===== src/rtl/att_pkg.sv =====
// ----------------------------------------------------------------------------
// att_pkg: shared types and constants of the ansi text terminal
// parse modes, character codes, controller states and commands, datapath status
// ----------------------------------------------------------------------------
package att_pkg;

  localparam int ROW_W  = 5;
  localparam int COL_W  = 7;
  localparam int ADDR_IN_W = 11;
  localparam int CELL_W = 16;

  localparam logic [CELL_W-1:0] BLANK_CELL = 16'h0720;
  localparam logic [7:0] TEXT_COLOR_RESET = 8'h07;

  localparam logic [7:0] CH_ESC     = 8'h1B;
  localparam logic [7:0] CH_NEWLINE = 8'h0A;
  localparam logic [7:0] CH_SPACE   = 8'h20;
  localparam logic [7:0] CH_LBRACK  = 8'h5B;
  localparam logic [7:0] CH_SEMI    = 8'h3B;
  localparam logic [7:0] CH_ZERO    = 8'h30;
  localparam logic [7:0] CH_NINE    = 8'h39;
  localparam logic [7:0] CH_A       = 8'h41;
  localparam logic [7:0] CH_B       = 8'h42;
  localparam logic [7:0] CH_C       = 8'h43;
  localparam logic [7:0] CH_D       = 8'h44;
  localparam logic [7:0] CH_E       = 8'h45;
  localparam logic [7:0] CH_F       = 8'h46;
  localparam logic [7:0] CH_H       = 8'h48;
  localparam logic [7:0] CH_J       = 8'h4A;
  localparam logic [7:0] CH_K       = 8'h4B;
  localparam logic [7:0] CH_S_LOWER = 8'h73;
  localparam logic [7:0] CH_U_LOWER = 8'h75;

  typedef enum logic [2:0] {
    MODE_NORMAL = 3'd0,
    MODE_ESC    = 3'd1,
    MODE_CSI    = 3'd2,
    MODE_FIRST  = 3'd3,
    MODE_SECOND = 3'd4
  } parse_mode_t;

  typedef enum logic [2:0] {
    ST_INIT,
    ST_IDLE,
    ST_EXEC,
    ST_CLEAR,
    ST_DONE
  } ctrl_state_t;

  typedef struct packed {
    logic capture;
    logic exec;
    logic sweep;
    logic fill_blank;
    logic load_out;
  } ctrl_cmd_t;

  typedef struct packed {
    logic erase_start;
    logic sweep_last;
    logic out_free;
  } dp_status_t;

endpackage


===== src/rtl/att_ctrl.sv =====
// ----------------------------------------------------------------------------
// att_ctrl: sequencer of the ansi text terminal
// steps each item through capture, execute, optional clear sweep and result
// ----------------------------------------------------------------------------
module att_ctrl (
  input  logic                clk,
  input  logic                rst,
  input  logic                in_valid,
  output logic                in_ready,
  input  att_pkg::dp_status_t status,
  output att_pkg::ctrl_cmd_t  cmd
);

  att_pkg::ctrl_state_t state, state_next;

  always_ff @(posedge clk) begin
    if (rst) begin
      state <= att_pkg::ST_INIT;
    end else begin
      state <= state_next;
    end
  end

  always_comb begin
    state_next = state;
    unique case (state)
      att_pkg::ST_INIT: begin
        if (status.sweep_last) state_next = att_pkg::ST_IDLE;
      end
      att_pkg::ST_IDLE: begin
        if (in_valid) state_next = att_pkg::ST_EXEC;
      end
      att_pkg::ST_EXEC: begin
        state_next = status.erase_start ? att_pkg::ST_CLEAR : att_pkg::ST_DONE;
      end
      att_pkg::ST_CLEAR: begin
        if (status.sweep_last) state_next = att_pkg::ST_DONE;
      end
      att_pkg::ST_DONE: begin
        if (status.out_free) state_next = att_pkg::ST_IDLE;
      end
      default: state_next = att_pkg::ST_INIT;
    endcase
  end

  always_comb begin
    in_ready = 1'b0;
    cmd      = '0;
    unique case (state)
      att_pkg::ST_INIT: begin
        cmd.sweep      = 1'b1;
        cmd.fill_blank = 1'b1;
      end
      att_pkg::ST_IDLE: begin
        in_ready    = 1'b1;
        cmd.capture = in_valid;
      end
      att_pkg::ST_EXEC: begin
        cmd.exec = 1'b1;
      end
      att_pkg::ST_CLEAR: begin
        cmd.sweep = 1'b1;
      end
      att_pkg::ST_DONE: begin
        cmd.load_out = status.out_free;
      end
      default: begin
        in_ready = 1'b0;
      end
    endcase
  end

endmodule


===== config.mk =====
export PLATFORM = sky130hd
export DESIGN_NAME = att_ctrl
export DESIGN_NICKNAME = d
export VERILOG_FILES = /design/src/rtl/att_pkg.sv /design/src/rtl/att_ctrl.sv
export SDC_FILE = /design/constraint.sdc
export NUM_CORES = 1
export LEC_CHECK = 0
export ABC_AREA = 1
export BUFFER_PORTS_ARGS = -buffer_cell sky130_fd_sc_hd__buf_4
export CORE_AREA = 2 2 39 41
export CTS_CLUSTER_DIAMETER = 200
export DETAILED_ROUTE_END_ITERATION = 12
export DIE_AREA = 0 0 41 43
export HOLD_SLACK_MARGIN = 0.15
export PLACE_DENSITY = 0.41
export SLEW_MARGIN = 25
export SYNTH_ARGS = -nofsm -noshare
export SYNTH_HDL_FRONTEND = slang
export SYNTH_SLANG_ARGS = --single-unit

===== constraint.sdc =====
create_clock -name clk -period 1.4 [get_ports clk]
set_clock_uncertainty 0.15 [all_clocks]
set_input_delay 0.14 -clock clk [delete_from_list [all_inputs] [get_ports clk]]
set_output_delay 0.14 -clock clk [all_outputs]
set_load 0.02 [all_outputs]

==> impl_metrics.yaml <==
detailed_routing:
  wl_um: 597
  drt_iter0_markers: 3
  drc_errors: 0
  firstDrtPassIters: 3
  ant_nets: 0
  wl_per_cell_um: 7.960
  avgViaCountPerCell: 4.187
  vias: 314
worst_setup_path:
  cp_max_fo: 6
  worstPathArrival_ns: 1.10
  reg2reg_from: "state[0]"
  rrSetupSlack_ns: 0.17
  critPathKind: "reg -> out"
  cp-end-kind: "output port"
  cp.required_ns: 1.11
  r2r-end: "state[0]"
  start_kind: "register"
  crit_start: "state[0]"
  rr_worst_depth: 6
  crit_end: "cmd[2]"
clock_network:
  cts_made_buffers: 3
  cts_tree: "done"
  cts_buffer_depth: 2
  htree_levels: 1
  clk_latency_ns: 0.23
  cts_num_sinks: 3
  cts.root.buffer_cell: "clkbuf_4"
  clk_pin_slew_worst_paths_ns: 0.04
finish:
  top_regs: "state (3)"
  antenna_cells: 0
  drive_gt1_share_pct: 52.54
  largest_reg_flops: 3
  finalInstanceArea_um2: 452.9
  layout.nets: 66
  largest_register: "state"
  syn_to_final_growth_pct: 76.59
place:
  place_congestion: 0.7213
  dp_slack_ns: 0.1302
  io_buffers: 11
  hpwlAfterDp_um: 493.5
  placed_area_um2: 365.4
floorplanning:
  start_util_pct: 18.54
  dieHeight_um: 43
  dieArea_um2: 1763
  fp.dieW_um: 41
  pin_count: 12
  core_um2: 1384
  fp-row-count: 14
synthesis:
  yosysMostFrequentCell: "inv_1"
  synth_area_per_cell_um2: 6.412
  yosysWarnings: 0
  async_flop_share_pct: 0
  yosysTopAreaCellShare_pct: 23.41
  synth.distinct_cells: 16
  syn-num-nets: 46
  synthFlopType: "dfxtp_1"
  yosysTopAreaCell: "dfxtp_1"
  synth.area.top_cells: "dfxtp_1, inv_1, nand3_1"
  netlist_area_um2: 256.5
  yosysSeqAreaShare_pct: 23.41
  synth_seq_cells: 3
  synth_edf_count: 0
  synth_common_cells: "inv_1, nand2_1, nand3_1"
  synth_cells: 40
sta:
  period_minus_slack_ns: 1.386
  hold_viol: 0
  final-max-slew-violation-count: 0
  worstMarginPinSlew_ns: 0.1829
  setup_viol: 0
  period_share_pct: 99.03
  rsz0062_at_grt: "yes"
  fin_ws_ns: 0.01363
  max_freq_mhz: 721.3
  slew_headroom_pct: 87.71
global_route:
  grt-ovfl-total: 0
  antenna_found_initial: 0
  grt_pass1_vias: 267
  grtUsageTotal_pct: 8.108
  grt_first_pass_wirelength_um: 903
  grt_max_degree: 8
power:
  ir_drop_mv: 0.5360
  leakage_uw: 0.0002251
  p_total_uw: 625.7
  power.density_nw_per_um2: 1382
worst_hold_path:
  hold_depth: 8
  hp-class: "in -> reg"
run_status:
  status: "finished clean"
run:
  maxCapViolations: 0
## metal layers
layer | share of wire (%) | vias up | track usage (%)
li1 | - | 167 | -
met1 | 41 | 141 | 7.962
met2 | 52 | 6 | 11.88
met3 | 6.9 | 0 | 1.571
met4 | 0 | 0 | 10.00
met5 | 0 | - | 0
## worst max-delay path: stages, from the launching register on
cell and delay, ns:
dfxtp_4 0.36, nor2_2 0.16, nand2_1 0.10, nand2_2 0.10
buf_4 0.14
## report_power, final
group / total [µW] / internal, µW / switching, µW
sequential: 141 / 107 / 33.5
combinational: 334 / 139 / 195
clock: 151 / 107 / 43.8
## worst min path at each step
stage	start	endpoint	slack, ns
2_1_floorplan	rst	state[1]	0.05
3_3_place_gp	rst	state[1]	0.17
3_5_place_dp	rst	state[1]	0.18
6_report	in_valid	state[0]	0.24
5_1_grt	in_valid	state[0]	0.29
4_1_cts	in_valid	state[0]	0.24
## metrics by stage
step	setup TNS, ns	hold slack, ns	util (%)	instances
after floorplan	0	0.05244	-	40
after global placement	0	0.1744	26.40	67
after detailed placement	0	0.1767	26.40	67
after CTS	0	0.2365	31.83	75
after global routing	-0.08005	0.2909	32.73	75
final	0	0.2373	32.73	75
## logic make-up after synthesis
logic type             Yosys count  synth area share [%]
AND/OR/NAND/NOR                 22                 50.25
buffers and inverters           10                 14.64
flip-flops                       3                 23.42
AO/OA/AOI/OAI                    5                 11.71
## cell type report
class	count	area (µm²)
Clock buffer	4	26.28
Fill cell	161	930.9
Inverter	10	40.04
Multi-Input combinational cell	27	172.7
Sequential cell	3	68.82
Tap cell	16	20.02
Timing Repair Buffer	15	125.1
## repair_timing
action                                  in CTS  in global routing
hold buffers                                 4                  0
buffers inserted                             0                  0
endpoints found under the hold margin        3                  0
endpoints found under the setup margin       4                  3
gates resized for setup                      5                  4
## placed cells by master (no fill, tap or decap), types with 2 or more instances in the layout
cell type	count
dfxtp_4	2
inv_1	7
nand3_1	4
nand3_2	3
dlygate4sd3_1	3
buf_4	11
a21oi_1	3
nor2_1	3
clkbuf_4	3
inv_2	2
nand2_1	4
nand2_2	3
No activity file was read; power rests on OpenSTA's default activity.
